==> src/hdl/bedc_pkg.sv <==
`default_nettype none
// ----------------------------------------------------------------------------
// bedc_pkg
// Shared constants, register indexes and saturation helpers of the boost energy
// duty controller.
// ----------------------------------------------------------------------------
package bedc_pkg;

    localparam int unsigned DATA_W  = 32;
    localparam int unsigned DUTY_W  = 16;
    localparam int unsigned CFG_IW  = 3;
    localparam int unsigned OP_W    = 33;
    localparam int unsigned PROD_W  = 66;
    localparam int unsigned DVD_W   = 64;
    localparam int unsigned IN_W    = 160;
    localparam int unsigned OUT_W   = 144;

    localparam logic [DUTY_W-1:0] DUTY_MAX  = 16'd64225;
    localparam logic [15:0]       ALPHA_RST = 16'd655;

    // Register indexes
    localparam logic [CFG_IW-1:0] REG_IND   = 3'd0;
    localparam logic [CFG_IW-1:0] REG_CAP   = 3'd1;
    localparam logic [CFG_IW-1:0] REG_K1    = 3'd2;
    localparam logic [CFG_IW-1:0] REG_K2    = 3'd3;
    localparam logic [CFG_IW-1:0] REG_ALPHA = 3'd4;

    // Saturate a signed 64-bit value to signed 32 bits
    function automatic logic signed [31:0] sat32(input logic signed [63:0] x);
        logic signed [31:0] r;
        if (x > 64'sh0000_0000_7FFF_FFFF) begin
            r = 32'sh7FFF_FFFF;
        end else if (x < -64'sh0000_0000_8000_0000) begin
            r = 32'sh8000_0000;
        end else begin
            r = x[31:0];
        end
        return r;
    endfunction

    // Saturate an unsigned 64-bit energy sum to 0x7FFFFFFF
    function automatic logic [31:0] satu31(input logic [63:0] x);
        logic [31:0] r;
        if (x > 64'h0000_0000_7FFF_FFFF) begin
            r = 32'h7FFF_FFFF;
        end else begin
            r = x[31:0];
        end
        return r;
    endfunction

endpackage : bedc_pkg
`default_nettype wire

==> src/hdl/bedc_mul.sv <==
`default_nettype none
// ----------------------------------------------------------------------------
// bedc_mul
// Shared signed 33 x 33 multiplier with a registered product.
// ----------------------------------------------------------------------------
module bedc_mul
    import bedc_pkg::*;
(
    input  wire logic                     i_clk,
    input  wire logic signed [OP_W-1:0]   i_a,
    input  wire logic signed [OP_W-1:0]   i_b,
    output logic signed [PROD_W-1:0]      o_prod
);

    logic signed [PROD_W-1:0] r_prod;

    // Product register
    always_ff @(posedge i_clk) begin
        r_prod <= i_a * i_b;
    end

    assign o_prod = r_prod;

endmodule : bedc_mul
`default_nettype wire

==> config.mk <==
export PLATFORM = sky130hd
export DESIGN_NAME = bedc_mul
export DESIGN_NICKNAME = d
export VERILOG_FILES = /design/src/hdl/bedc_pkg.sv /design/src/hdl/bedc_mul.sv
export SDC_FILE = /design/constraint.sdc
export NUM_CORES = 2
export LEC_CHECK = 0
export ABC_AREA = 1
export BUFFER_PORTS_ARGS = -buffer_cell sky130_fd_sc_hd__buf_4
export CAP_MARGIN = 0
export CORE_MARGIN = 5
export CORE_UTILIZATION = 40
export CTS_BUF_LIST = sky130_fd_sc_hd__clkbuf_2 sky130_fd_sc_hd__clkbuf_4 sky130_fd_sc_hd__clkbuf_8
export CTS_CLUSTER_DIAMETER = 200
export CTS_CLUSTER_SIZE = 30
export DETAILED_ROUTE_END_ITERATION = 8
export PLACE_DENSITY_LB_ADDON = 0.15
export SLEW_MARGIN = 20
export SYNTH_ARGS = -nofsm -noshare
export SYNTH_HDL_FRONTEND = slang
export SYNTH_SLANG_ARGS = --single-unit
==> constraint.sdc <==
create_clock -name i_clk -period 20.1 [get_ports i_clk]
set_clock_uncertainty 0.2 [all_clocks]
set_input_delay 4.02 -clock i_clk [delete_from_list [all_inputs] [get_ports i_clk]]
set_output_delay 4.02 -clock i_clk [all_outputs]
set_load 0.02 [all_outputs]
# --- After elaboration in Yosys (flattened, before gate mapping) ---
# Index checks and enable logic that the tools add are counted.
totals:
  reg_bits: 66
  in_bits: 67
  output_inout_bits: 66
  word_cells: 2
classes:
  mul: 1
op_table:
  columns: ["operator", "count"]
  rows:
  - ["33-bit by 33-bit multiplier with 66-bit output", 1]

# --- Logic depth before layout (Yosys ltp) ---
depth:
  word_depth: 1
  mapped_depth: 34
  ltp_nobuf: 32

# --- Least setup slack after synthesis ---
# OpenSTA, ideal clock, no wires.
synth_timing:
  path_kind: "input to register"
  start: "in i_a[32]"
  end: "reg r_prod[60], in the netlist o_prod[60]"
  setup_time_ns: 0.113
  arrival_time_ns: 10.663
  slack_ns: 9.124
  stages: 23
  path_buffers: 2
  cell_sequence: "clkbuf_1 clkbuf_1 nand2_1 inv_1 fa_1 fa_1 fa_1 fa_1 inv_1 fa_1 fa_1 fa_1 fa_1 inv_1 ha_1 nand2_1 nor2_1 inv_1 nor3_1 nand2_1 and2_0 nand4_1 nand2_1"
synth_via:
  elab_chain_len: 1
synth_rtl:
  columns: ["item", "line", "source"]
  rows:
  - ["from (decl)", "bedc_mul.sv:10", "input wire logic signed [OP_W-1:0] i_a,"]
  - ["33-bit by 33-bit multiplier with 66-bit output", "bedc_mul.sv:19", "r_prod <= i_a * i_b;"]
  - ["to (signal assigned)", "bedc_mul.sv:19", null]
  - ["to (decl)", "bedc_mul.sv:15", "logic signed [PROD_W-1:0] r_prod;"]
# No other way between the ends.

# --- Worst setup path after layout ---
layout_timing:
  start: "in i_a[32]"
  end: "reg r_prod[44], in the netlist o_prod[44]"
# Same word-level chain as after synthesis.

==> metrics <==
status complete, no violations; Total Negative Setup Slacks 0 ns; aggregate routed wire length roughly 120000 um; Post-Syn Area per Cell just under 8 um2; CP arrival between 10 and 15 ns; H-tree levels 3; fin. max-slew vios 0; area grow syn2layout 4.67%; critical path class in -> reg; Hold Path Class in -> reg; largest net degree at the start of global routing 35; antenna violations before repair 5; hold_buf cts 0; layout cells sized above 1 about 3.9%; total CTS buffers 9; count of cell types in the netlist 35; flops & latches, synth 66; CTS root buf clkbuf_8; Max Clk Rate around 0.089 GHz; Max transition margin a little under 50%; count of flip-flops with a built-in enable after synthesis 0; vias in the first global route around 36000; I/O Buffers between 100 and 150; Die Ht roughly 340 um; Worst-path clk slew approximately 0.080 ns; Die Width between 300 and 400 um; Gate Count Post-Synth 5543; sequential fraction of the synthesis area 3.06%; Req. time, crit path approximately 20 ns; WL/cell roughly 18 um; syn nets between 6000 and 7000; DR vias between 30000 and 40000; Largest stage delay, worst path 1.01 ns; Die Area between 0.1 and 0.15 mm2; Fin. Hold Viols 0; DPL Wire Length 105000 um; TritonCTS clock tree yes; Critical Path Start Type input port; max-cap violations 0; maximum buffer depth of the clock tree 2; first-pass GRT wire length just over 200000 um; Pre-Repair DR Iteration Count 5; commonest non-fill, non-tap cell in the layout inv_1; grt total ovfl 0; critical path peak fanout 33; measured slew at the worst slew-check pin between 0.7 and 0.8 ns; Synth warnings 0; CP Capture Type flip-flop; FFs w/ async S/R, synth 0%; drt drc 0; Final Wtd Congestion about 0.93; Min Clock Period, post-route roughly 11 ns; post_cts resized 0; max FFs per register 66; most repeated library cell on the critical path fa_1; CTS sink count 66; post-DR vias/cell 4.64; row count between 100 and 150; Starting Density about two fifths; CORE AREA approximately 0.11 mm2; GRT Util Overall roughly 22%; DRT iter0 DRCs between 1500 and 2000; post-route clock period utilization between 50% and 60%; postcts setup bufs 0; RSZ-0062 raised after global routing no; ys flop type dfxtp_1; most frequent cells in the layout inv_1 (1894), nand2_1 (1517), fa_1 (1144); Worst path slowest cell fa_1; Setup-failing EPs final 0; Cell Area, Synth 0.0432 mm2; crit path cell chain buf_4 -> nand2_1 -> inv_1 -> fa_1 -> fa_1 -> fa_1 -> fa_1 -> fa_1 -> fa_1 -> fa_1 -> inv_1 -> fa_1 -> inv_1 -> ha_1 -> nand2_1 -> nor2_1 -> nand2_1 -> inv_1 -> nand2_1 -> inv_1 -> nand3_1 -> nand4_1 -> nand2_1; final net count just under 7000; Final ANT Viol Nets 0; I/O pin total 133
[area by class of cell]
type	count	area [um2]
clock buffers	10	138
repair buffers	135	1010
multi-input cells	3319	33800
flip-flops and latches	66	1320
inverters	1895	7110
clock inverters	6	90.1
fillers	11200	62000
diodes	1	2.50
well taps	1403	1760
[metrics by stage]
stage               utilization, %  hold WS (ns)  setup WS, ns  cells  instance area (um2)
global route                  42.1          3.92          8.56   6834                45200
finish                        42.2          3.93          8.87   6835                45200
detailed placement            41.9          4.23          8.22   6818                45000
CTS                           42.1          3.90          8.64   6834                45200
floorplan                        -          4.08          9.12   5543                43200
global placement              41.9          4.24          8.32   6818                45000
[Yosys cell counts, types with 2 or more instances]
cell type	number	area, um2
a21o_1	2	15.0
nor2_2	20	125
nor3_1	7	35.0
nand3_1	70	350
fa_1	1145	22900
dfxtp_1	66	1320
o21ai_1	3	15.0
nor4_1	4	25.0
xnor2_1	4	35.0
xor2_1	37	324
clkbuf_1	262	983
nand3_2	8	80.1
nand2_2	17	106
o21ai_0	19	95.1
a21oi_1	61	305
or2_2	5	31.3
nor2_1	131	492
nand3b_1	3	22.5
nand2_1	1517	5690
o21bai_1	14	105
nor2_4	3	33.8
ha_1	217	2720
a21oi_2	4	35.0
nand4_1	19	119
and2_1	2	12.5
inv_1	1894	7110
[final timing paths]
kind	startpoint	end	slack (ns)	cells past startpoint
setup / recovery	i_a[32]	o_prod[44]	8.87	23
hold / removal	i_b[0]	o_prod[0]	3.93	3
[logic make-up after synthesis]
family | share of synthesized area (%)
and+or+nand+nor | 16.6
adders and majority gates | 59.4
xor gates and xnor gates | 0.832
DFF | 3.06
AOI/OAI and AO/OA | 1.38
buffers and inverters | 18.8
[per-layer routing]
layer / track usage [%] / up-vias / share of wire, %
li1: - / 14700 / -
met5: 0 / - / 0.034
met3: 1.78 / 136 / 3.4
met4: 4.00 / 8 / 2.1
met2: 41.8 / 584 / 52
met1: 28.4 / 16200 / 42
[critical path, delay by kind of cell]
kind / cells / cell delay (ns)
fa+ha+maj: 9 / 5.15
simple gates: 8 / 1.24
buf+inv: 6 / 0.80
Power is not shown: default switching activity piles up to over one toggle a cycle in this logic, so the estimate is an artifact.
