--- config.mk ---
export PLATFORM = sky130hd
export DESIGN_NAME = bedc_div
export DESIGN_NICKNAME = d
export VERILOG_FILES = /design/src/hdl/bedc_pkg.sv /design/src/hdl/bedc_div.sv
export SDC_FILE = /design/constraint.sdc
export NUM_CORES = 1
export LEC_CHECK = 0
export BUFFER_PORTS_ARGS = -buffer_cell sky130_fd_sc_hd__buf_2
export CAP_MARGIN = 0
export CORE_MARGIN = 2
export CORE_UTILIZATION = 61
export CTS_BUF_LIST = sky130_fd_sc_hd__clkbuf_2
export DETAILED_ROUTE_END_ITERATION = 12
export MAX_ROUTING_LAYER = met4
export PLACE_DENSITY = 0.85
export SLEW_MARGIN = 20
export SYNTH_ARGS = -nofsm -noshare
export SYNTH_HDL_FRONTEND = slang
export SYNTH_SLANG_ARGS = --single-unit
--- constraint.sdc ---
create_clock -name i_clk -period 6.08 [get_ports i_clk]
set_clock_uncertainty 0.15 [all_clocks]
set_input_delay 1.216 -clock i_clk [delete_from_list [all_inputs] [get_ports i_clk]]
set_output_delay 1.216 -clock i_clk [all_outputs]
set_load 0.005 [all_outputs]
--- src/hdl/bedc_pkg.sv ---
`default_nettype none
// ----------------------------------------------------------------------------
// bedc_pkg
// Shared constants, register indexes and saturation helpers of the boost energy
// duty controller.
// ----------------------------------------------------------------------------
package bedc_pkg;

    localparam int unsigned DATA_W  = 32;
    localparam int unsigned DUTY_W  = 16;
    localparam int unsigned CFG_IW  = 3;
    localparam int unsigned OP_W    = 33;
    localparam int unsigned PROD_W  = 66;
    localparam int unsigned DVD_W   = 64;
    localparam int unsigned IN_W    = 160;
    localparam int unsigned OUT_W   = 144;

    localparam logic [DUTY_W-1:0] DUTY_MAX  = 16'd64225;
    localparam logic [15:0]       ALPHA_RST = 16'd655;

    // Register indexes
    localparam logic [CFG_IW-1:0] REG_IND   = 3'd0;
    localparam logic [CFG_IW-1:0] REG_CAP   = 3'd1;
    localparam logic [CFG_IW-1:0] REG_K1    = 3'd2;
    localparam logic [CFG_IW-1:0] REG_K2    = 3'd3;
    localparam logic [CFG_IW-1:0] REG_ALPHA = 3'd4;

    // Saturate a signed 64-bit value to signed 32 bits
    function automatic logic signed [31:0] sat32(input logic signed [63:0] x);
        logic signed [31:0] r;
        if (x > 64'sh0000_0000_7FFF_FFFF) begin
            r = 32'sh7FFF_FFFF;
        end else if (x < -64'sh0000_0000_8000_0000) begin
            r = 32'sh8000_0000;
        end else begin
            r = x[31:0];
        end
        return r;
    endfunction

    // Saturate an unsigned 64-bit energy sum to 0x7FFFFFFF
    function automatic logic [31:0] satu31(input logic [63:0] x);
        logic [31:0] r;
        if (x > 64'h0000_0000_7FFF_FFFF) begin
            r = 32'h7FFF_FFFF;
        end else begin
            r = x[31:0];
        end
        return r;
    endfunction

endpackage : bedc_pkg
`default_nettype wire

--- src/hdl/bedc_div.sv ---
`default_nettype none
// ----------------------------------------------------------------------------
// bedc_div
// Unsigned restoring divider, 64-bit dividend by 32-bit divisor, one
// quotient bit per cycle.
// ----------------------------------------------------------------------------
module bedc_div
    import bedc_pkg::*;
(
    input  wire logic               i_clk,
    input  wire logic               i_rst_n,
    input  wire logic               i_start,
    input  wire logic [DVD_W-1:0]   i_dividend,
    input  wire logic [DATA_W-1:0]  i_divisor,
    output logic                    o_done,
    output logic [DVD_W-1:0]        o_quotient
);

    logic [DVD_W-1:0]  r_quo;
    logic [DATA_W-1:0] r_rem;
    logic [DATA_W-1:0] r_dvs;
    logic [5:0]        r_cnt;
    logic              r_busy;
    logic              r_done;
    logic [DATA_W:0]   w_trial;
    logic [DATA_W:0]   w_diff;
    logic              w_bit;

    // Shift-subtract step
    always_comb begin
        w_trial = {r_rem, r_quo[DVD_W-1]};
        w_diff  = w_trial - {1'b0, r_dvs};
        w_bit   = (w_trial >= {1'b0, r_dvs});
    end

    // Control
    always_ff @(posedge i_clk) begin
        if (!i_rst_n) begin
            r_busy <= 1'b0;
            r_done <= 1'b0;
            r_cnt  <= '0;
        end else begin
            r_done <= 1'b0;
            if (i_start) begin
                r_busy <= 1'b1;
                r_cnt  <= '0;
            end else if (r_busy) begin
                r_cnt <= r_cnt + 6'd1;
                if (r_cnt == 6'd63) begin
                    r_busy <= 1'b0;
                    r_done <= 1'b1;
                end
            end
        end
    end

    // Datapath
    always_ff @(posedge i_clk) begin
        if (i_start) begin
            r_quo <= i_dividend;
            r_rem <= '0;
            r_dvs <= i_divisor;
        end else if (r_busy) begin
            r_quo <= {r_quo[DVD_W-2:0], w_bit};
            r_rem <= w_bit ? w_diff[DATA_W-1:0] : w_trial[DATA_W-1:0];
        end
    end

    assign o_done     = r_done;
    assign o_quotient = r_quo;

endmodule : bedc_div
`default_nettype wire

== Yosys cells after proc, flatten, opt, wreduce, memory -nomap -nowiden ==
Index checks and enable logic that the tools add are counted.

* Word-level logic and storage cells: 22
* Input port bits: 99
* Output and inout port bits: 65
* Register bits: 136

* Bitwise operators: 2
* Equality and inequality tests: 1
* Magnitude comparators: 1
* Add/sub/neg operators: 2
* Reductions and logical operators: 3
* Muxes and demuxes: 7

{| class="wikitable"
|+ Operators with widths
! kind !! number
|-
| 2-to-1 mux 64 bit || 2
|-
| greater-or-equal comparator 33 x 32 -> 1 bit || 1
|-
| 2-to-1 mux 32 bit || 1
|-
| subtractor 32 bit || 1
|-
| adder 6 x 1 -> 6 bit (second input constant) || 1
|-
| == test 6 bit (second input constant) || 1
|-
| 2-to-1 mux 1 bit || 4
|-
| OR reduction 3 bit || 1
|-
| NOT 1 bit || 2
|-
| nonzero test 2 bit || 1
|-
| OR reduction 2 bit || 1
|}

== Longest topological paths before layout ==
Gate-level depths: netlist of run 1.

* Depth in word-level cells: 4
* Depth in mapped cells: 13
* Mapped depth without buffers: 11

== Worst setup path before layout of run 1 ==
No wires, ideal clock.

* Kind: input port to flip-flop
* Start point: input port i_start
* End point: register r_quo[0], in the netlist o_quotient[0] (enable)
* Setup slack: 2.568 ns
* Arrival: 2.944 ns
* Stages on the path: 4
* Data required time: 5.512 ns
* Cells stage by stage: clkbuf_1 -> nor2_1 -> clkbuf_1 -> inv_1

* Word-level cells in the longest chain between the ends: 1

{| class="wikitable"
|+ RTL lines
! item !! RTL line !! text
|-
| from (decl) || bedc_div.sv:12 || <nowiki>input wire logic i_start,</nowiki>
|-
| nonzero test 2 bit (no line) || - ||
|-
| to (signal assigned) || bedc_div.sv:60 || <nowiki>r_quo <= i_dividend;</nowiki>
|-
| to (signal assigned) || bedc_div.sv:64 || <nowiki>r_quo <= {r_quo[DVD_W-2:0], w_bit};</nowiki>
|-
| to (decl) || bedc_div.sv:19 || <nowiki>logic [DVD_W-1:0] r_quo;</nowiki>
|}

No other way between the ends.
A chain may end at the register's enable or synchronous reset.

== Worst setup path in the final report of run 1 ==
* Start point: register r_dvs[20]
* End point: register r_quo[0], in the netlist o_quotient[0], data pin

* Word-level cells in the longest chain between the ends: 3

{| class="wikitable"
|+ RTL lines
! item !! RTL line !! text
|-
| from (decl) || bedc_div.sv:21 || <nowiki>logic [DATA_W-1:0] r_dvs;</nowiki>
|-
| from (signal assigned) || bedc_div.sv:62 || <nowiki>r_dvs <= i_divisor;</nowiki>
|-
| greater-or-equal comparator 33 x 32 -> 1 bit || bedc_div.sv:33 || <nowiki>w_bit = (w_trial >= {1'b0, r_dvs});</nowiki>
|-
| 2-to-1 mux 64 bit || bedc_div.sv:63 || <nowiki>end else if (r_busy) begin</nowiki>
|-
| 2-to-1 mux 64 bit || bedc_div.sv:59 || <nowiki>if (i_start) begin</nowiki>
|}

No other way between the ends. The select of a mux whose other input is x is not followed.

==> results of run 1 <==
power groups by stage:
stage	combinational (mW)	clock (mW)	sequential (mW)
finish	0.452	0.606	1.12
CTS	0.447	0.615	1.12
floorplan	0.296	0	1.14
detailed placement	0.445	0	1.14
global placement	0.433	0	1.14
global route	0.495	0.656	1.13
area by class of cell:
class	instances	area [µm²]
inverter	45	168.9
sequential	136	3684
tap	168	210.2
multi-input combinational	480	3522
clock inverter	14	178.9
fill	877	3397
clock buffer	18	90.09
timing repair buffer	167	860.8
cells in the mapped netlist (15+ instances only):
master / count
clkbuf_1: 21
a21o_1: 16
nand2_1: 48
a21oi_1: 32
mux2_2: 64
inv_1: 45
nor2_1: 56
xnor2_1: 20
o21ai_0: 32
nand4_1: 15
edfxtp_1: 96
nand3_1: 20
ha_1: 33
dfxtp_1: 40
logic make-up after synthesis:
| group | share of synthesized area |
|---|---|
| buf+inv | 0.05250 |
| mux | 0.09875 |
| fa+ha+maj | 0.05695 |
| flops | 0.4845 |
| simple gates | 0.1167 |
| xor+xnor | 0.03456 |
| compound gates | 0.1560 |
flip-flops by register name, summed over array words and instances (netlist names):
name	flops
o_quotient	64
r_dvs	32
r_rem	32
r_cnt	6
o_done	1
r_busy	1
stage by stage:
stage | utilization | power [mW] | cells | area [µm²]
final | 0.7195 | 2.183 | 1028 | 8715
after floorplan | - | 1.435 | 706 | 7602
after CTS | 0.7193 | 2.187 | 1028 | 8712
after global routing | 0.7195 | 2.284 | 1028 | 8715
after global placement | 0.6971 | 1.572 | 996 | 8443
after detailed placement | 0.6971 | 1.587 | 996 | 8443
path summary, 6_finish.rpt:
path                            startpoint            end  slack (ps)  cells past startpoint
worst min-delay path             r_rem[31]      r_rem[31]         340                      2
worst max-delay path             r_dvs[20]  o_quotient[0]        2620                     10
worst max register to register   r_dvs[20]  o_quotient[0]        2620                     10
worst min register to register   r_rem[31]      r_rem[31]         340                      2
worst register-to-register path: cells and delay by family, from the launching register on:
family                   cells  cell delay [ps]
multiplexers                 1              400
adder cells (fa/ha/maj)      1              410
flip-flops                   1              370
buffers and inverters        1               40
AO/OA/AOI/OAI                4             1160
AND/OR/NAND/NOR              3              720
routing by layer:
layer  vias to the layer above  wire length, µm  global-route usage
met5                         -                0                   -
li1                       2923                -                   -
met1                      3028             7660              0.3720
met2                       279             9442              0.4963
met4                         0              371              0.1230
met3                        33             1441             0.06433
==> impl_metrics.csv, run 1 <==
group,metric,value,unit
worst_setup_path,path_buf_inv,1,
finish,layout_common_cells,"buf_2, edfxtp_1, mux2_2",
worst_setup_path,path_class,"flip-flop to flip-flop",
finish,fin_nets,980,
clock_tree,ctsHoldBuffers,0,
sta,tns,0,ps
worst_setup_path,start_kind,"flip-flop",
flow_run,maxCapViolCount,0,
routing,wl,18920,µm
yosys,synthCells,706,
yosys,avgSynthCellArea,10.77,µm²
worst_setup_path,crit_fanout,16,
finish,layout-drive-gt1-share,0.3209,
sta,finalWorstSetupSlack,2623,ps
clock_tree,clock_latency,720,ps
worst_setup_path,slowest_stage,"o21ai_4",
yosys,syn_nets,839,
sta,finalMaxSlewViolations,0,
grt,gr-total-overflow,0,
floorplanning,fp.dieW,115.6,µm
clock_tree,clk_pin_slew,210,ps
placed_design,post-place-ws,2668,ps
floorplanning,core-area,12110,µm²
min_path,hold_class,"flip-flop to flip-flop",
clock_tree,post_cts_buffers,0,
floorplanning,initial_utilization,0.6277,
placed_design,io_buffers,163,
power,p_seq_frac,0.515,
floorplanning,fp.dieArea,13370,µm²
power,p_clk_frac,0.278,
floorplanning,num_rows,40,
yosys,syn-cell-area,7602,µm²
placed_design,dp_hpwl,13360,µm
yosys,synth.distinct_cells,74,
worst_setup_path,path_cells,"inv_1 > ha_1 > a21o_1 > a31oi_1 > nor3b_1 > a31o_2 > nor3_4 > o21ai_4 > nand2_2 > mux2_2",
outcome,status,"finished clean",
power,p_int,1.552,mW
placed_design,gp_congestion,1.033,
sta,setup_viol,0,
routing,vias_per_cell,6.092,
worst_setup_path,cp_top_family,"compound AO/OA/AOI/OAI gates",
clock_tree,cts_tree,"built",
routing,num_vias,6263,
clock_tree,cts_sinks,136,
grt,globalRouteTotalUtil,0.3046,
yosys,yosysWarningCount,0,
clock_tree,htreeDepth,4,
worst_setup_path,crit_arrival,3820,ps
finish,antenna_cells,0,
power,p_comb_frac,0.207,
routing,final_antenna_net_count,0,
yosys,synth_edf_count,96,
power,power.switching,0.6302,mW
finish,areaGrowthSynthToFinish,14.63,%
yosys,yosys.area.top_type,"edfxtp_1",
yosys,synth_top_area_frac,0.3792,
power,switching_share,0.2887,
routing,drcViolationCount,0,
sta,rsz0062_at_grt,"no",
sta,hold_ws,337.7,ps
yosys,synth-seq-cells,136,
grt,grt_max_degree,83,
yosys,yosys-top-cells-area,"edfxtp_1, dfxtp_1, mux2_2",
sta,fmax,289.3,MHz
routing,dr.pass1.iters,5,
yosys,ys_async_sr_fraction,0,
yosys,synth_flop_cell,"edfxtp_1",
power,ir_worst_vdd,0.2342,mV
sta,hold_violations,0,
floorplanning,io_pins,164,
power,p_leak,3.683,nW
sta,slew_headroom,0.2673,
yosys,yosysSeqAreaShare,0.4845,
floorplanning,die_h,115.6,µm
power,power_density,250.5,nW/µm²
clock_tree,cts_root_buf,"clkbuf_2",
worst_setup_path,required,6440,ps
grt,grt_first_pass_wirelength,30340,µm
grt,first_global_vias,6322,
worst_setup_path,critPathMaxStageDelay,470,ps
clock_tree,clockBufferDepth,2,
sta,period_minus_slack,3457,ps
routing,drt_iter0_drc,630,
finish,final_common_cell,"buf_2",
sta,worst_pin_slew,1095,ps
worst_setup_path,crit_path_end_kind,"flip-flop",
sta,fin_crit_sh,0.5686,
clock_tree,cts_buffers,17,
routing,wire_per_inst,18.40,µm
clock_tree,ctsResizeCount,0,
grt,antenna_found_initial,0,
No activity file was read; power rests on OpenSTA's default activity.
==> inputs of run 2 (changes only) <==
--- a/config.mk
+++ b/config.mk
@@ -8,11 +8,11 @@
 export BUFFER_PORTS_ARGS = -buffer_cell sky130_fd_sc_hd__buf_2
 export CAP_MARGIN = 0
 export CORE_MARGIN = 2
-export CORE_UTILIZATION = 61
+export CORE_UTILIZATION = 57
 export CTS_BUF_LIST = sky130_fd_sc_hd__clkbuf_2
 export DETAILED_ROUTE_END_ITERATION = 12
 export MAX_ROUTING_LAYER = met4
-export PLACE_DENSITY = 0.85
+export PLACE_DENSITY = 0.8
 export SLEW_MARGIN = 20
 export SYNTH_ARGS = -nofsm -noshare
 export SYNTH_HDL_FRONTEND = slang
==> constraint.sdc (replaced) <==
create_clock -name i_clk -period 3.4 [get_ports i_clk]
set_clock_uncertainty 0.15 [all_clocks]
set_input_delay 0.68 -clock i_clk [delete_from_list [all_inputs] [get_ports i_clk]]
set_output_delay 0.68 -clock i_clk [all_outputs]
set_load 0.005 [all_outputs]
==> run 2 against run 1 <==
Net effect: cell area rose by 4.9%; sequential power is 79% higher; worst setup slack got worse by 2400 ps; total power grew 80%; maximum frequency increased by 9.2%; largest power group unchanged.
==> impl_metrics.csv, run 2 (synthesis gave the netlist of run 1 again) <==
group,metric,value,unit
floorplanning,initial_utilization,0.5787,
sta,setup_viol,0,
clock_tree,cts_buffers,17,
finish,final_common_cell,"buf_2",
clock_tree,cts_root_buf,"clkbuf_2",
worst_setup_path,crit_path_end_kind,"flip-flop",
routing,final_antenna_net_count,0,
sta,hold_ws,86.91,ps
floorplanning,core-area,13140,µm²
sta,fmax,315.9,MHz
routing,num_vias,6340,
worst_setup_path,required,3870,ps
clock_tree,cts_sinks,136,
worst_setup_path,slowest_stage,"nor4_1",
routing,drt_iter0_drc,643,
sta,period_minus_slack,3165,ps
min_path,hold_start,"i_dividend[56]",
finish,layout-drive-gt1-share,0.3193,
worst_setup_path,cp_top_family,"compound AO/OA/AOI/OAI gates",
floorplanning,io_pins,164,
worst_setup_path,rr_endpoint,"r_rem[12]",
sta,slew_headroom,0.5576,
clock_tree,clk_pin_slew,200,ps
sta,tns,0,ps
floorplanning,fp.dieArea,14280,µm²
grt,grt_first_pass_wirelength,30750,µm
finish,areaGrowthSynthToFinish,20.19,%
clock_tree,clockBufferDepth,2,
placed_design,dp_hpwl,13770,µm
worst_setup_path,critPathMaxStageDelay,450,ps
worst_setup_path,cpMostUsedCell,"nor4_1",
clock_tree,htreeDepth,4,
sta,finalMaxSlewViolations,0,
min_path,holdPathEnd,"o_quotient[56]",
routing,vias_per_cell,5.860,
placed_design,io_buffers,163,
worst_setup_path,r2r_setup_slack,230,ps
worst_setup_path,ff2ff_path_depth,10,
min_path,hold_depth,2,
sta,worst_pin_slew,661.2,ps
power,p_leak,3.878,nW
grt,antenna_found_initial,1,
clock_tree,post_cts_buffers,0,
min_path,hold_class,"primary input to flip-flop",
worst_setup_path,path_cells,"inv_1 > ha_1 > nand4_1 > nor4_1 > a21oi_1 > o21a_1 > o221ai_2 > o21a_4 > nor4_1 > a2111oi_2",
floorplanning,fp.dieW,119.5,µm
worst_setup_path,path_class,"flip-flop to flip-flop",
finish,fin_nets,1025,
finish,fill_cells,1027,
floorplanning,num_rows,42,
routing,dr.pass1.iters,6,
outcome,status,"finished clean",
floorplanning,die_h,119.5,µm
placed_design,gp_congestion,0.9807,
sta,rsz0062_at_grt,"no",
power,ir_worst_vdd,0.3746,mV
worst_setup_path,crit_arrival,3630,ps
grt,gr-total-overflow,0,
routing,wire_per_inst,17.47,µm
flow_run,maxCapViolCount,0,
grt,first_global_vias,6326,
grt,grt_max_degree,52,
routing,drcViolationCount,0,
clock_tree,cts_tree,"built",
clock_tree,clock_latency,720,ps
worst_setup_path,start_kind,"flip-flop",
worst_setup_path,path_buf_inv,1,
power,power_density,430.9,nW/µm²
finish,layout_common_cells,"buf_2, edfxtp_1, mux2_2",
worst_setup_path,crit_start,"r_dvs[18]",
grt,globalRouteTotalUtil,0.2808,
sta,fin_crit_sh,0.9309,
sta,hold_violations,0,
worst_setup_path,timing.rr.start,"r_dvs[18]",
routing,wl,18900,µm
worst_setup_path,crit_fanout,31,
finish,largest_register_ffs,64,
[run 2: through the flow]
stage	area (µm²)	cells	power (mW)	setup slack [ps]	utilization
after floorplan	7602	706	2.567	424.1	-
after global placement	8531	1016	2.824	277.3	0.6493
after detailed placement	8531	1016	2.850	288.1	0.6493
after CTS	9135	1081	3.954	219.8	0.6953
after global routing	9138	1082	4.125	10.28	0.6955
final	9138	1082	3.938	234.8	0.6955
[run 2: final cells by class]
| class | count | area, µm² | area share |
|---|---|---|---|
| Inverter | 45 | 168.9 | 0.01849 |
| Sequential cell | 136 | 3684 | 0.4031 |
| Clock buffer | 19 | 95.09 | 0.01041 |
| Antenna cell | 1 | 2.502 | 0.0002739 |
| Multi-Input combinational cell | 480 | 3520 | 0.3852 |
| Timing Repair Buffer | 212 | 1269 | 0.1388 |
| Clock inverter | 13 | 178.9 | 0.01958 |
| Tap cell | 176 | 220.2 | 0.02410 |
[run 2: worst max-delay path by stage]
stage | endpoint | slack, ps | depth (start not counted)
final | r_rem[12] | 230 | 10
after global routing | r_rem[30] | 10 | 12
after detailed placement | r_rem[30] | 290 | 12
after global placement | r_rem[30] | 280 | 12
after floorplan | o_quotient[0] | 420 | 4
after CTS | r_rem[30] | 220 | 12
[run 2: metal layers]
metal / share of wire / global-route usage / wire (µm) / vias to the layer above
met5: 0 / - / 0 / -
met3: 0.053 / 0.05891 / 1011 / 39
met2: 0.49 / 0.4421 / 9223 / 257
met1: 0.44 / 0.3606 / 8247 / 3029
li1: - / - / - / 3015
met4: 0.022 / 0.1022 / 418 / 0
[run 2: where the power goes]
part	internal (mW)	total [mW]	switching (mW)
Sequential	1.93	2.01	0.0721
Combinational	0.396	0.852	0.456
Clock	0.486	1.08	0.592
[run 2: what timing repair did]
item	in CTS	in global routing
hold endpoints to repair	33	0
setup endpoints to repair	0	1
hold buffers	33	0
gates resized for setup	0	1
==> inputs of run 3 (changes only) <==
--- a/config.mk
+++ b/config.mk
@@ -5,7 +5,7 @@
 export SDC_FILE = /design/constraint.sdc
 export NUM_CORES = 1
 export LEC_CHECK = 0
-export BUFFER_PORTS_ARGS = -buffer_cell sky130_fd_sc_hd__buf_2
+export BUFFER_PORTS_ARGS = -buffer_cell sky130_fd_sc_hd__clkbuf_2
 export CAP_MARGIN = 0
 export CORE_MARGIN = 2
 export CORE_UTILIZATION = 57
==> constraint.sdc (replaced) <==
create_clock -name i_clk -period 3.3 [get_ports i_clk]
set_clock_uncertainty 0.15 [all_clocks]
set_input_delay 0.66 -clock i_clk [delete_from_list [all_inputs] [get_ports i_clk]]
set_output_delay 0.66 -clock i_clk [all_outputs]
set_load 0.005 [all_outputs]
==> run 3 against run 2 <==
Net effect: sequential share of layout area shrank 2.0 points; non-clock buffer count is 47 higher; utilization increased by 3.6 points; total power rose by 5.1%; first-iteration DRC count decreased by 5.3%; global-route usage is 1.6 points higher.
==> impl_metrics.csv, run 3 (synthesis gave the netlist of run 1 again) <==
group,metric,value,unit
worst_setup_path,crit_path_end_kind,"flip-flop",
placed_design,dp.cells,1016,
grt,first_global_vias,6380,
worst_setup_path,cp_top_family,"simple AND/OR/NAND/NOR gates",
clock_tree,clock_latency,800,ps
routing,wire_per_inst,18.96,µm
grt,grt_first_pass_wirelength,32190,µm
worst_setup_path,path_cells,"ha_1 > nand4_1 > or2_1 > or3_4 > nor3_4 > o21a_2 > o21ai_0 > a311oi_1",
routing,num_vias,6550,
worst_setup_path,slowest_stage,"ha_1",
worst_setup_path,ff2ff_path_depth,8,
sta,hold_ws,27.55,ps
floorplanning,die_h,119.5,µm
clock_tree,clockBufferDepth,2,
finish,largest_register_ffs,64,
sta,fmax,322.3,MHz
worst_setup_path,start_kind,"flip-flop",
flow_run,maxCapViolCount,0,
sta,tns,0,ps
sta,period_minus_slack,3103,ps
clock_tree,htreeDepth,4,
routing,final_antenna_net_count,0,
clock_tree,cts_sinks,136,
floorplanning,core-area,13140,µm²
routing,wl,21410,µm
worst_setup_path,rr_endpoint,"r_rem[15]",
clock_tree,cts_root_buf,"clkbuf_2",
worst_setup_path,required,3860,ps
routing,drcViolationCount,0,
grt,antenna_found_initial,0,
sta,fin_crit_sh,0.9403,
clock_tree,clk_pin_slew,220,ps
worst_setup_path,r2r_setup_slack,200,ps
floorplanning,initial_utilization,0.5787,
worst_setup_path,crit_arrival,3660,ps
worst_setup_path,critPathMaxStageDelay,480,ps
worst_setup_path,crit_cells,8,
finish,layout_common_cells,"clkbuf_2, edfxtp_1, dlygate4sd3_1",
routing,drt_iter0_drc,609,
finish,areaGrowthSynthToFinish,26.35,%
min_path,hold_class,"primary input to flip-flop",
placed_design,dp_hpwl,13880,µm
floorplanning,fp.dieArea,14280,µm²
clock_tree,cts_tree,"built",
placed_design,io_buffers,163,
routing,vias_per_cell,5.802,
finish,layout-drive-gt1-share,0.3054,
finish,final_common_cell,"clkbuf_2",
finish,final_cells,1129,
placed_design,gp_congestion,0.9575,
floorplanning,io_pins,164,
finish,final_cell_area,9605,µm²
routing,dr.pass1.iters,8,
placed_design,postPlaceCellArea,8531,µm²
power,p_leak,4.099,nW
finish,fin_nets,1073,
power,ir_worst_vdd,0.4328,mV
worst_setup_path,crit_start,"r_rem[24]",
grt,grt_max_degree,47,
grt,gr-total-overflow,0,
power,power_density,430.8,nW/µm²
worst_setup_path,timing.rr.start,"r_rem[24]",
sta,rsz0062_at_grt,"no",
worst_setup_path,crit_fanout,15,
outcome,status,"finished clean",
worst_setup_path,path_buf_inv,0,
worst_setup_path,endpoint,"r_rem[15]",
sta,hold_violations,0,
finish,antenna_cells,0,
grt,globalRouteTotalUtil,0.2972,
sta,slew_headroom,0.5484,
floorplanning,num_rows,42,
sta,finalMaxSlewViolations,0,
floorplanning,fp.dieW,119.5,µm
sta,worst_pin_slew,671.6,ps
worst_setup_path,path_class,"flip-flop to flip-flop",
sta,setup_viol,0,
clock_tree,cts_buffers,17,
run 3: worst min path at each step:
stage	startpoint	to	slack, ps	depth (start not counted)
final	i_dividend[53]	o_quotient[53]	30	2
after global routing	i_dividend[22]	o_quotient[22]	-7	2
after global placement	r_rem[31]	r_rem[31]	300	2
after floorplan	r_rem[31]	r_rem[31]	290	2
after CTS	i_dividend[53]	o_quotient[53]	0.2	2
after detailed placement	r_rem[31]	r_rem[31]	320	2
run 3: per-stage QoR:
step | util | setup WS, ps | power [mW]
after global placement | 0.6493 | 299.5 | 2.917
after CTS | 0.7076 | 218.5 | 4.070
final | 0.7311 | 197.0 | 4.138
after detailed placement | 0.6493 | 240.7 | 2.940
after floorplan | - | 344.1 | 2.644
after global routing | 0.7311 | 33.75 | 4.312
run 3: routing by layer:
metal / vias to the layer above / track usage / routed length, µm
met5: - / - / 0
met4: 0 / 0.1051 / 599
met3: 48 / 0.06513 / 1532
met2: 300 / 0.4814 / 10610
met1: 3095 / 0.3697 / 8667
li1: 3107 / - / -
run 3: power by group:
| group | internal (mW) | switching [mW] | leakage, nW | total [mW] |
|---|---|---|---|---|
| sequential | 1.99 | 0.0875 | 1.28 | 2.08 |
| combinational | 0.444 | 0.494 | 2.67 | 0.938 |
| clock | 0.433 | 0.685 | 0.147 | 1.12 |
| total | 2.87 | 1.27 | 4.10 | 4.14 |
run 3: layout make-up:
cell class                 count  area, µm²
multi-input combinational    481       3528
sequential                   136       3684
clock buffer                  18      90.09
tap                          176      220.2
inverter                      45      168.9
clock inverter                14      175.2
fill                         931       3532
timing repair buffer         259       1739
run 3: worst register-to-register path: cells and delay by family (launching register included):
family | cells | cell delay (ps)
flip-flops | 1 | 370
adder cells (fa/ha/maj) | 1 | 480
AND/OR/NAND/NOR | 4 | 1170
AO/OA/AOI/OAI | 3 | 870
run 3: repair_timing:
item / CTS / global route
setup buffers: 0 / 0
resized for setup: 0 / 1
hold buffers: 50 / 30
endpoints found under the setup margin: 0 / 3
hold endpoints to repair: 50 / 30
